**config.mk**
```make
export PLATFORM = sky130hd
export DESIGN_NAME = analog_stick_polar_zoner_core
export DESIGN_NICKNAME = d
export VERILOG_FILES = /design/src/rtl/aspz_pkg.sv /design/src/rtl/aspz_front.sv /design/src/rtl/aspz_back.sv /design/src/rtl/analog_stick_polar_zoner_core.sv
export SDC_FILE = /design/constraint.sdc
export NUM_CORES = 2
export LEC_CHECK = 0
export ABC_AREA = 1
export ABC_CLOCK_PERIOD_IN_PS = 10510
export BUFFER_PORTS_ARGS = -buffer_cell sky130_fd_sc_hd__buf_2
export CAP_MARGIN = 20
export CORE_MARGIN = 4
export CORE_UTILIZATION = 50
export DETAILED_ROUTE_END_ITERATION = 10
export PLACE_DENSITY = 0.67
export RECOVER_POWER = 25
export SLEW_MARGIN = 20
export SYNTH_ARGS = -nofsm -noshare
export SYNTH_HDL_FRONTEND = slang
export SYNTH_SLANG_ARGS = --single-unit
```
**constraint.sdc**
```tcl
create_clock -name clk -period 10.51 [get_ports clk]
set_input_delay 2.102 -clock clk [delete_from_list [all_inputs] [get_ports clk]]
set_output_delay 2.102 -clock clk [all_outputs]
set_load 0.02 [all_outputs]
```
**src/rtl/aspz_pkg.sv**
```systemverilog
// ----------------------------------------------------------------------------
// aspz_pkg
// Shared types and constants for the analog stick polar zoner.
// ----------------------------------------------------------------------------
package aspz_pkg;

  localparam int unsigned SAMPLE_W = 16;
  localparam int unsigned MAG_W    = 15;
  localparam int unsigned ANGLE_W  = 15;
  localparam int unsigned ZONE_W   = 3;
  localparam int unsigned IDX_W    = 4;
  localparam int unsigned CORDIC_STEPS = 16;

  localparam logic [ANGLE_W-1:0] ANG180 = 15'd11520;
  localparam logic [ANGLE_W-1:0] ANG360 = 15'd23040;

  // word handed from the front part to the back part
  typedef struct packed {
    logic signed [SAMPLE_W-1:0] x;
    logic signed [SAMPLE_W-1:0] y;
  } sample_t;

  // CORDIC rotation angles, 1/16384 degree
  function automatic logic [19:0] atan_step(input logic [3:0] i);
    logic [19:0] v;
    unique case (i)
      4'd0:  v = 20'd737280;
      4'd1:  v = 20'd435242;
      4'd2:  v = 20'd229970;
      4'd3:  v = 20'd116736;
      4'd4:  v = 20'd58595;
      4'd5:  v = 20'd29326;
      4'd6:  v = 20'd14667;
      4'd7:  v = 20'd7334;
      4'd8:  v = 20'd3667;
      4'd9:  v = 20'd1833;
      4'd10: v = 20'd917;
      4'd11: v = 20'd458;
      4'd12: v = 20'd229;
      4'd13: v = 20'd115;
      4'd14: v = 20'd57;
      default: v = 20'd29;
    endcase
    return v;
  endfunction

  function automatic logic [MAG_W-1:0] limit_reset(input int unsigned k);
    logic [MAG_W-1:0] v;
    unique case (k)
      0: v = 15'd1966;
      1: v = 15'd3277;
      2: v = 15'd8192;
      3: v = 15'd12288;
      default: v = 15'd16384;
    endcase
    return v;
  endfunction

endpackage

```
**src/rtl/aspz_front.sv**
```systemverilog
// ----------------------------------------------------------------------------
// aspz_front
// Accept samples, apply the lock and queue them for the back part.
// ----------------------------------------------------------------------------
module aspz_front #(
  parameter int unsigned DEPTH = 2
) (
  input  logic                                   clk,
  input  logic                                   rst,
  input  logic                                   push,
  output logic                                   full,
  input  logic signed [aspz_pkg::SAMPLE_W-1:0]   stick_x,
  input  logic signed [aspz_pkg::SAMPLE_W-1:0]   stick_y,
  input  logic                                   lock,
  output logic                                   q_valid,
  input  logic                                   q_take,
  output aspz_pkg::sample_t                      q_word
);

  localparam int unsigned PW = (DEPTH > 1) ? $clog2(DEPTH) : 1;
  localparam int unsigned CW = $clog2(DEPTH + 1);

  aspz_pkg::sample_t mem [DEPTH];
  logic [PW-1:0] wp;
  logic [PW-1:0] rp;
  logic [CW-1:0] cnt;
  logic          do_push;
  logic          do_pop;
  aspz_pkg::sample_t in_word;

  assign full    = (cnt == CW'(DEPTH));
  assign q_valid = (cnt != '0);
  assign do_push = push && !full;
  assign do_pop  = q_take && q_valid;
  assign q_word  = mem[rp];

  // force zero deflection under lock
  always_comb begin
    in_word.x = lock ? '0 : stick_x;
    in_word.y = lock ? '0 : stick_y;
  end

  always_ff @(posedge clk) begin
    if (do_push) begin
      mem[wp] <= in_word;
    end
  end

  // advance pointers and fill count
  always_ff @(posedge clk) begin
    if (rst) begin
      wp  <= '0;
      rp  <= '0;
      cnt <= '0;
    end else begin
      if (do_push) begin
        wp <= (wp == PW'(DEPTH - 1)) ? '0 : wp + 1'b1;
      end
      if (do_pop) begin
        rp <= (rp == PW'(DEPTH - 1)) ? '0 : rp + 1'b1;
      end
      cnt <= cnt + CW'(do_push) - CW'(do_pop);
    end
  end

  a_no_overflow: assert property (@(posedge clk) disable iff (rst)
    full |-> !q_valid == 1'b0) else $error("full but queue empty");
  a_count_step: assert property (@(posedge clk) disable iff (rst)
    (do_push && !do_pop) |=> cnt == $past(cnt) + 1'b1) else $error("count slip");
  a_pop_step: assert property (@(posedge clk) disable iff (rst)
    (do_pop && !do_push) |=> cnt == $past(cnt) - 1'b1) else $error("pop slip");

endmodule

```
**src/rtl/aspz_back.sv**
```systemverilog
// ----------------------------------------------------------------------------
// aspz_back
// Sequencer: square root, CORDIC angle, zone search, fraction divide.
// ----------------------------------------------------------------------------
module aspz_back #(
  parameter int unsigned NUM_ZONES   = 5,
  parameter int unsigned FRAC_BITS   = 14,
  parameter int unsigned COUNT_WIDTH = 16
) (
  input  logic                                   clk,
  input  logic                                   rst,
  input  logic                                   q_valid,
  output logic                                   q_take,
  input  aspz_pkg::sample_t                      q_word,
  input  logic [NUM_ZONES-1:0][aspz_pkg::MAG_W-1:0] limits,
  input  logic                                   pop,
  output logic                                   empty,
  output logic signed [aspz_pkg::SAMPLE_W-1:0]   used_x,
  output logic signed [aspz_pkg::SAMPLE_W-1:0]   used_y,
  output logic [aspz_pkg::MAG_W-1:0]             magnitude,
  output logic [aspz_pkg::ANGLE_W-1:0]           angle,
  output logic [aspz_pkg::ZONE_W-1:0]            zone,
  output logic [aspz_pkg::MAG_W-1:0]             zone_fraction,
  output logic [COUNT_WIDTH-1:0]                 moved_frames,
  output logic [COUNT_WIDTH-1:0]                 still_frames,
  output logic                                   move_started,
  output logic                                   move_stopped
);

  localparam int unsigned MW  = aspz_pkg::MAG_W;
  localparam int unsigned ZW  = aspz_pkg::ZONE_W;
  localparam int unsigned AW  = aspz_pkg::ANGLE_W;
  localparam int unsigned SW  = 32;   // sum of squares width
  localparam int unsigned RW  = 17;   // root width
  localparam int unsigned CDW = 28;   // CORDIC datapath
  localparam int unsigned ZDW = 24;   // CORDIC angle
  localparam int unsigned NW  = MW + FRAC_BITS + 1;
  localparam logic [COUNT_WIDTH-1:0] CMAX = '1;
  localparam logic [FRAC_BITS+1:0] ONE_Q = (FRAC_BITS+2)'(1) << FRAC_BITS;
  localparam logic signed [ZDW-1:0] DEG90  = 24'sd1474560;
  localparam logic signed [ZDW-1:0] DEG180 = 24'sd2949120;

  typedef enum logic [3:0] {
    S_IDLE, S_SQX, S_SQY, S_ROOT, S_RND, S_CORD, S_ANG, S_ZONE, S_DIV, S_OUT
  } state_t;

  state_t state;
  logic signed [15:0] x, y;
  logic [SW-1:0] sq_acc, rem;
  logic [SW-1:0] root;
  logic [4:0]    step;
  logic signed [CDW-1:0] cx, cy;
  logic signed [ZDW-1:0] cz;
  logic [AW-1:0] last_angle;
  logic [ZW-1:0] last_zone;
  logic [MW-1:0] last_fraction;
  logic [COUNT_WIDTH-1:0] moved_count, still_count;
  logic [RW-1:0] m;
  logic [ZW-1:0] zk;
  logic [NW-1:0] num, quo;
  logic [MW-1:0] den;
  logic [$clog2(NW+1)-1:0] dstep;
  logic signed [16:0] mul_a;
  logic [33:0] mul_p;

  // root bit trial and remainder
  logic [SW+1:0] trial;
  logic [SW-1:0] rbit;
  logic signed [CDW-1:0] dx, dy;
  logic [NW:0] rem_sh;
  logic [NW-1:0] drem;
  logic [MW-1:0] lo, hi;
  logic [ZDW-1:0] zc;
  logic [AW-1:0] a0, a1, a2;

  assign rbit  = SW'(1) << {step[3:0], 1'b0};
  assign trial = (SW+2)'(root) + (SW+2)'(rbit);
  assign dx    = cy >>> step[3:0];
  assign dy    = cx >>> step[3:0];
  assign mul_a = (state == S_SQX) ? 17'(x) : 17'(y);
  assign mul_p = 34'(mul_a * mul_a);
  assign lo    = limits[zk - 1'b1];
  assign hi    = limits[zk];
  assign rem_sh = {drem, num[NW-1]};

  // clamp and round the CORDIC angle, then fold into quadrant
  always_comb begin
    if (cz < 0) begin
      zc = '0;
    end else if (cz > DEG180) begin
      zc = DEG180;
    end else begin
      zc = cz;
    end
    a0 = AW'((ZDW+1)'(zc) + 25'd128 >> 8);
    a1 = x[15] ? aspz_pkg::ANG180 - a0 : a0;
    a2 = y[15] ? aspz_pkg::ANG360 - a1 : a1;
  end

  assign q_take = (state == S_IDLE) && empty;

  // run one sample at a time
  always_ff @(posedge clk) begin
    if (rst) begin
      state         <= S_IDLE;
      empty         <= 1'b1;
      last_angle    <= '0;
      last_zone     <= '0;
      last_fraction <= '0;
      moved_count   <= '0;
      still_count   <= '0;
    end else begin
      unique case (state)
        S_IDLE: begin
          if (!empty && pop) begin
            empty <= 1'b1;
          end
          if (q_valid && empty) begin
            x     <= q_word.x;
            y     <= q_word.y;
            state <= S_SQX;
          end
        end
        S_SQX: begin
          sq_acc <= SW'(mul_p);
          state  <= S_SQY;
        end
        S_SQY: begin
          rem   <= sq_acc + SW'(mul_p);
          root  <= '0;
          step  <= 5'd15;
          state <= S_ROOT;
        end
        S_ROOT: begin
          // one result bit per cycle
          if ((SW+2)'(rem) >= trial) begin
            rem  <= rem - SW'(trial);
            root <= (root >> 1) + rbit;
          end else begin
            root <= root >> 1;
          end
          if (step == 5'd0) begin
            state <= S_RND;
          end else begin
            step <= step - 1'b1;
          end
        end
        S_RND: begin
          m <= RW'((rem > root) ? root + 1'b1 : root);
          if (x == 0 && y == 0) begin
            moved_count <= '0;
            if (still_count != CMAX) begin
              still_count <= still_count + 1'b1;
            end
            state <= S_ZONE;
          end else begin
            still_count <= '0;
            if (moved_count != CMAX) begin
              moved_count <= moved_count + 1'b1;
            end
            // CORDIC on (y, |x|) with a quarter turn when y < 0
            if (y[15]) begin
              cx <= CDW'(x[15] ? -32'(x) : 32'(x)) <<< 8;
              cy <= -(CDW'(y) <<< 8);
              cz <= DEG90;
            end else begin
              cx <= CDW'(y) <<< 8;
              cy <= CDW'(x[15] ? -32'(x) : 32'(x)) <<< 8;
              cz <= '0;
            end
            step  <= '0;
            state <= S_CORD;
          end
        end
        S_CORD: begin
          if (cy >= 0) begin
            cx <= cx + dx;
            cy <= cy - dy;
            cz <= cz + ZDW'(aspz_pkg::atan_step(step[3:0]));
          end else begin
            cx <= cx - dx;
            cy <= cy + dy;
            cz <= cz - ZDW'(aspz_pkg::atan_step(step[3:0]));
          end
          if (step == 5'd15) begin
            state <= S_ANG;
          end else begin
            step <= step + 1'b1;
          end
        end
        S_ANG: begin
          last_angle <= a2;
          state      <= S_ZONE;
        end
        S_ZONE: begin
          // clamp once, then walk the limits one per cycle
          if (m > ONE_Q) begin
            m <= RW'(ONE_Q);
          end else if (m <= RW'(limits[0])) begin
            last_zone     <= '0;
            last_fraction <= '0;
            state         <= S_OUT;
          end else begin
            zk    <= ZW'(1);
            state <= S_DIV;
            dstep <= '0;
          end
        end
        S_DIV: begin
          if (dstep == '0) begin
            if (RW'(lo) < m && m <= RW'(hi)) begin
              num   <= NW'(m - RW'(lo)) << FRAC_BITS;
              den   <= hi - lo;
              drem  <= '0;
              quo   <= '0;
              dstep <= dstep + 1'b1;
            end else if (zk == ZW'(NUM_ZONES - 1)) begin
              state <= S_OUT;
            end else begin
              zk <= zk + 1'b1;
            end
          end else begin
            // restoring division, one quotient bit per cycle
            if (rem_sh >= (NW+1)'(den)) begin
              drem <= NW'(rem_sh - (NW+1)'(den));
              quo  <= {quo[NW-2:0], 1'b1};
            end else begin
              drem <= NW'(rem_sh);
              quo  <= {quo[NW-2:0], 1'b0};
            end
            num <= num << 1;
            if (dstep == ($bits(dstep))'(NW)) begin
              last_zone     <= zk;
              last_fraction <= MW'({quo[NW-2:0], (rem_sh >= (NW+1)'(den))});
              state <= S_OUT;
            end else begin
              dstep <= dstep + 1'b1;
            end
          end
        end
        S_OUT: begin
          used_x    <= x;
          used_y    <= y;
          magnitude <= MW'(m);
          empty     <= 1'b0;
          state     <= S_IDLE;
        end
        default: state <= S_IDLE;
      endcase
    end
  end

  assign angle         = last_angle;
  assign zone          = last_zone;
  assign zone_fraction = last_fraction;
  assign moved_frames  = moved_count;
  assign still_frames  = still_count;
  assign move_started  = (moved_count == COUNT_WIDTH'(1));
  assign move_stopped  = (still_count == COUNT_WIDTH'(1));

  a_take_idle: assert property (@(posedge clk) disable iff (rst)
    q_take |-> empty) else $error("took word while result pending");
  a_counters: assert property (@(posedge clk) disable iff (rst)
    !(moved_count != '0 && still_count != '0)) else $error("both counters live");
  a_zone_range: assert property (@(posedge clk) disable iff (rst)
    {1'b0, last_zone} < (ZW+1)'(NUM_ZONES)) else $error("zone out of range");

endmodule

```
**src/rtl/analog_stick_polar_zoner_core.sv**
```systemverilog
// ----------------------------------------------------------------------------
// analog_stick_polar_zoner_core
// Stick sample to magnitude, angle and magnitude zone, with frame counters.
//
//   channel   handshake           payload
//   input     push / full         stick_x, stick_y
//   result    empty / pop         used_x .. move_stopped
//   config    cfg_valid/cfg_ready cfg_index, cfg_data
//
// From accept to result a sample passes through the multiply, root and round
// steps, the CORDIC and fold steps for nonzero samples, a clamp above one,
// the limit checks, the divide steps and the result load. The front queue
// takes two samples while the back end works. Synchronous reset clears state
// and limits to their power-up values. A pending result stalls the back end
// until popped; the next sample is taken once the pop has set empty again.
// ----------------------------------------------------------------------------
module analog_stick_polar_zoner_core #(
  parameter int unsigned NUM_ZONES   = 5,
  parameter int unsigned FRAC_BITS   = 14,
  parameter int unsigned COUNT_WIDTH = 16
) (
  input  logic                                 clk,
  input  logic                                 rst,
  input  logic                                 push,
  output logic                                 full,
  input  logic signed [aspz_pkg::SAMPLE_W-1:0] stick_x,
  input  logic signed [aspz_pkg::SAMPLE_W-1:0] stick_y,
  output logic                                 empty,
  input  logic                                 pop,
  output logic signed [aspz_pkg::SAMPLE_W-1:0] used_x,
  output logic signed [aspz_pkg::SAMPLE_W-1:0] used_y,
  output logic [aspz_pkg::MAG_W-1:0]           magnitude,
  output logic [aspz_pkg::ANGLE_W-1:0]         angle,
  output logic [aspz_pkg::ZONE_W-1:0]          zone,
  output logic [aspz_pkg::MAG_W-1:0]           zone_fraction,
  output logic [COUNT_WIDTH-1:0]               moved_frames,
  output logic [COUNT_WIDTH-1:0]               still_frames,
  output logic                                 move_started,
  output logic                                 move_stopped,
  input  logic                                 cfg_valid,
  output logic                                 cfg_ready,
  input  logic [aspz_pkg::IDX_W-1:0]           cfg_index,
  input  logic [31:0]                          cfg_data
);

  logic [NUM_ZONES-1:0][aspz_pkg::MAG_W-1:0] limits;
  logic              lock;
  logic              q_valid;
  logic              q_take;
  aspz_pkg::sample_t q_word;

  assign cfg_ready = 1'b1;

  // register writes; indexes past the lock are dropped
  always_ff @(posedge clk) begin
    if (rst) begin
      for (int k = 0; k < NUM_ZONES; k++) begin
        limits[k] <= aspz_pkg::limit_reset(k);
      end
      lock <= 1'b0;
    end else if (cfg_valid) begin
      for (int k = 0; k < NUM_ZONES; k++) begin
        if (cfg_index == aspz_pkg::IDX_W'(k)) begin
          limits[k] <= cfg_data[aspz_pkg::MAG_W-1:0];
        end
      end
      if (cfg_index == aspz_pkg::IDX_W'(NUM_ZONES)) begin
        lock <= cfg_data[0];
      end
    end
  end

  aspz_front #(.DEPTH(2)) u_front (
    .clk, .rst, .push, .full, .stick_x, .stick_y, .lock,
    .q_valid, .q_take, .q_word
  );

  aspz_back #(
    .NUM_ZONES(NUM_ZONES), .FRAC_BITS(FRAC_BITS), .COUNT_WIDTH(COUNT_WIDTH)
  ) u_back (
    .clk, .rst, .q_valid, .q_take, .q_word, .limits, .pop, .empty,
    .used_x, .used_y, .magnitude, .angle, .zone, .zone_fraction,
    .moved_frames, .still_frames, .move_started, .move_stopped
  );

endmodule

```
* After elaboration in Yosys (flattened, before gate mapping)
Memory sizes are Yosys's and may differ from the RTL's. A register that Yosys moved wholly into a read port is not among the register bits. Index checks and enable logic that the tools add are counted.
Cells by class: magnitude comparators 12, $add $sub $neg 30, reduce and logical (&&, ||, !) cells 46, shift operators 3, bitwise logic cells 1, muxes and demuxes 93, multipliers 1, equality and inequality tests 46
Operator list (count):
- $mux 28 | 6
- $mux 30 | 5
- $mux 20 | 7
- $pmux 32 s2 | 2
- $mux 15 | 8
- $pmux 28 s2 | 2
- $mux 16 | 6
- $bmux 15 s3 | 2
- $logic_not 32->1 | 2
- $mux 32 | 2
- $add 28x28->28 | 2
- $sshr 28x4->28 | 2
- $sub 28x28->28 | 2
- $mux 17 | 3
- $mux 24 | 2
- $pmux 24 s2 | 1
- $mux 23 | 2
- $mux 4 | 10
- $mux 5 | 8
- $pmux 4 s9 | 1
- $ge 32x34->1 | 1
- $le 17x15->1 | 2
- $pmux 17 s2 | 1
- $add 32x32->33 | 1
- other kinds (70) | 152
Word-level totals: memory bits (read-only) 640, memories 3, register bits 478, RAM bits 64
Memory list:
- (name not given) | depth 16, width 20, read ports 1, clocked after Yosys merged registers in 1, write ports 0, line aspz_pkg.sv:26 | unique case (i)
- (name not given) | depth 16, width 20, read ports 1, clocked after Yosys merged registers in 1, write ports 0, line aspz_pkg.sv:26
- u_front.mem | depth 2, width 32, read ports 1, clocked after Yosys merged registers in 1, write ports 1, line aspz_front.sv:23 | aspz_pkg::sample_t mem [DEPTH];

* Depth between registers and ports, before layout
depth after elaboration 8, depth in mapped cells 52, gate-level depth less buffers 50

* Modules after synthesis
From an unflattened synthesis, not the netlist that was laid out.
Unflattened totals: cell total of the unflattened synthesis 6680, area total of the unflattened synthesis 52182.5 um^2
By module, submodules not included:
- aspz_back | area each 46088.0 um^2, cells an instance 6027, instances 1
- analog_stick_polar_zoner_core | area each 3121.7 um^2, cells an instance 447, instances 1
- aspz_front | area each 2972.9 um^2, cells an instance 206, instances 1

* Least setup slack after synthesis
OpenSTA, ideal clock, no wires.
path kind flip-flop to flip-flop, start point register u_back.state[0], end point register u_back.rem[31], data pin, data arrival time 8.631 ns, stages on the path, launching flop included 39, path slack 1.611 ns, data required time 10.242 ns, clock period less this slack 8.899 ns, library setup time 0.268 ns, cells stage by stage dfxtp_1 inv_1 nor2_1 inv_1 nor2_1 inv_1 clkbuf_1 o21ai_1 inv_1 clkbuf_1 nor2_1 inv_1 fa_1 inv_1 fa_1 inv_1 fa_1 fa_1 [... 3 more ...] fa_1 inv_1 ha_1 a21oi_1 o21ai_0 a2111oi_0 o21ai_0 a21oi_1 xor2_1 ha_1 inv_1 nor4_1 a2111oi_0 o21ai_0 xor2_1 or2_2 nand3_1 o31ai_1
On the way: cells in the longest elaborated chain, start to end 5, elaborated cells on any way between the ends 7, those cells by class add/sub (1); mul (1); eq/ne (3); mux (2)
RTL lines:
- start: declaration | line aspz_back.sv:47 | state_t state;
- start signal: assignment | line aspz_back.sv:105 | state <= S_IDLE;
- start signal: assignment | line aspz_back.sv:121 | state <= S_SQX;
- start signal: assignment | line aspz_back.sv:126 | state <= S_SQY;
- $eq 4x1->1 | line aspz_back.sv:80 | assign mul_a = (state == S_SQX) ? 17'(x) : 17'(y);
- $mux 17 | line aspz_back.sv:80
- $mul 17x17->32 | line aspz_back.sv:81 | assign mul_p = 34'(mul_a * mul_a);
- via u_back.mul_p[30] | line aspz_back.sv:64 | logic [33:0] mul_p;
- $add 32x32->32 | line aspz_back.sv:129 | rem <= sq_acc + SW'(mul_p);
- $pmux 32 s2 | line aspz_back.sv:113 | unique case (state)
- end signal: assignment | line aspz_back.sv:129
- end signal: assignment | line aspz_back.sv:137 | rem <= rem - SW'(trial);
- end: declaration | line aspz_back.sv:49 | logic [SW-1:0] sq_acc, rem;
The timed path passes the listed nets, and every way through them passes these cells. A chain may end at the register's enable or synchronous reset.

* Worst setup path in the final report
Same ends and word-level chain as after synthesis.

==> flow_summary.yaml <==
global_route:
  grt_usage_pct: 25.43
  grt_max_degree: 93
  first_global_vias: 42910
  top_usage_layer: "met2"
  antenna_found_initial: 0
  grt_pass1_wl_mm: 222.8
  met1_usage_pct: 33.51
  use_met3_pct: 3.310
  met2_usage_pct: 43.68
  grt-ovfl-total: 0
critical_path:
  r2r_slack_ns: 0.77
  cpMostUsedCell: "inv_1"
  reg2reg_from: "u_back.state[0]"
  crit_family: "adder cells"
  startpoint: "u_back.state[0]"
  path_class: "register to register"
  crit_cells: 40
  start_kind: "register"
  cp.required_ns: 10.89
  reg2reg_depth: 40
  path_buf_inv: 10
  cp_max_fo: 33
  critPathCaptureType: "register"
  cp_slowest_cell: "fa_1"
  max_stage_delay_ns: 0.55
  cp.arrival_ns: 10.12
cells_and_area:
  insertedDiodeCount: 0
  drive_gt1_share_pct: 6.983
  area_growth_pct: 9.390
  layout.nets: 7525
floorplanning:
  ios: 190
  core-area_um2: 102200
  die_area_um2: 108600
  rows: 117
  initial_utilization_pct: 50.61
  die_h_um: 329.6
  die_width_um: 329.6
routing:
  num_vias: 44930
  drt_pass1_iterations: 6
  drt-initial-drc-count: 3521
  wl_per_cell_um: 17.05
  postRouteWirelength_mm: 140.1
  via_per_inst: 5.471
  ant_nets: 0
  drc_errors: 0
clock_tree:
  cts.htree.levels: 3
  cts_tree: "done"
  clockRootBuffer: "clkbuf_16"
  worst_skew_pair.late_latency_ns: 0.66
  clockBufferDepth: 3
  post_cts_buffers: 0
  cts_hold_buf: 0
  cts_sinks: 593
  cts-buffers-inserted: 72
  path_clk_slew_ns: 0.06
placement:
  globalplace.congestion: 0.9333
  dp_hpwl_mm: 108.2
  numPortBuffers: 171
synth:
  syn_area_um2: 51720
  synth_commonest_cells: "1191 x nand2_1, 1089 x inv_1, 599 x nor2_1, 577 x o21ai_0, 566 x a21oi_1"
  yosysTopAreaCell: "edfxtp_1"
  yosys_register_bits: 593
  syn_avg_cell_area_um2: 7.797
  synthArstFlopShare_pct: 0
  syn_inst: 6633
  yosys_warnings: 0
  synthFlopType: "edfxtp_1"
  syn-num-nets: 7369
  synth-edff-count: 423
  yosysMostFrequentCell: "nand2_1"
  ys_types: 72
  synth_area_leaders: "edfxtp_1 25%, fa_1 10%, ha_1 9.8%"
  ys_seq_area_share_pct: 31.14
  synth.top_cell.area_share_pct: 24.56
sta:
  fin_skew_ns: 0.04332
  setup_tns_ns: 0
  hold_viol_final: 0
  fmax_ghz: 0.1026
  relSlewSlack_pct: -162.9
  rsz0062_at_grt: "no"
  setup_viol: 0
  worst-slew-pin-transition_ns: 3.944
  fin_crit_sh_pct: 92.72
  slew_viol_final: 616
  finalCriticalPeriod_ns: 9.745
worst_hold_path:
  hold_class: "register to register"
  hold_start: "u_front.cnt[1]"
  holdPathStages: 1
outcome:
  violations: "capacitance limit, slew limit"
  outcome: "finished, violations left"
flow_run:
  max_cap_viol_count: 13
## cell families (layout without fill, tap and decap cells)
group,after synthesis,count (layout),share of synthesized area [%]
AND/OR/NAND/NOR,2276,2276,18.46
AO/OA/AOI/OAI,1509,1509,16.02
buffers and inverters,1310,1522,9.762
adder cells (fa/ha/maj),663,663,19.79
flip-flops,593,593,31.14
XOR/XNOR,260,260,4.418
multiplexers,21,21,0.4065
other,1,1,0.007251
## state kept, by name, summed over array words and instances, names as in the netlist, 16 cells and up, named ones only
register and count:
limits 75, u_back.cx 28, u_back.cy 28, u_back.cz 24
u_back.drem 30, u_back.m 17, u_back.moved_frames 16, u_back.num 16
u_back.rem 32, u_back.root 32, u_back.sq_acc 31, u_back.still_frames 16
u_back.used_x 16, u_back.used_y 16, u_back.x 16, u_back.y 16
u_front.mem 64
## metal layers
metal	part of all wire, %	vias to the layer above
met5	0	-
met4	3.0	0
met3	5.9	247
met2	48	1305
met1	43	21080
li1	-	22300
## path summary, 6_finish.rpt
path,endpoint
setup / recovery,u_back.rem[31]
hold / removal,u_front.cnt[1]
setup reg to reg,u_back.rem[31]
hold reg to reg,u_front.cnt[1]
## layout by cell type, fill, tap and decap left out, types with 20 or more instances in the layout
master     Yosys  final
o21a_1        25     25
nor3_1        93     90
o21ai_0      577    575
buf_2         24    171
buf_4          5     77
nor2_1       599    590
dfxtp_1      170    170
xor2_1       172    172
inv_1       1089   1091
ha_1         405    405
nor2_2        16     20
clkbuf_1     121     30
clkinv_1      21     27
mux2i_1       21     21
a21oi_1      566    565
edfxtp_1     423    423
fa_1         258    258
a31oi_1       35     35
nor4_1        28     28
o21ai_1       85     87
nand3_1      205    205
o211ai_1      49     49
clkbuf_16      0     75
xnor2_1       87     87
o21bai_1      22     22
o221ai_1      20     20
nand4_1       56     56
nand2_1     1191   1191
## repair_timing
item / in CTS / in global routing
endpoints found under the setup margin: 0 / 1
gates resized for setup: 0 / 2
endpoints found under the hold margin: 0 / 0
## worst register-to-register path, delay by kind of cell, from the launching register on
family,cells,cell delay [ns]
AND/OR/NAND/NOR,10,1.45
buffers and inverters,10,1.08
adder cells (fa/ha/maj),8,3.83
flip-flops,1,0.43
XOR/XNOR,2,0.42
AO/OA/AOI/OAI,10,2.26
## stage by stage
stage                     instances  setup WS [ns]  hold WS, ns  cell area (um^2)  utilization (%)
final                          8213         0.7654       0.4569             56570            55.36
after global routing           8213        0.05406       0.4739             56570            55.36
after CTS                      8213         0.6050       0.4579             56630            55.42
after detailed placement       8083         0.6451       0.4490             54290            53.13
after global placement         8082         0.7502       0.4395             54260            53.11
after floorplan                6633          1.611       0.4223             51720                -
## layout make-up
type,count,area [um^2]
repair buffers,264,1534
clock buffers,98,2033
flip-flops and latches,593,16110
inverters,1128,4234
clock inverters,32,307.8
multi-input cells,4730,30650
well taps,1368,1712
fillers,9642,45610
Power is not shown: default switching activity piles up to over one toggle a cycle in this logic, so the estimate is an artifact.
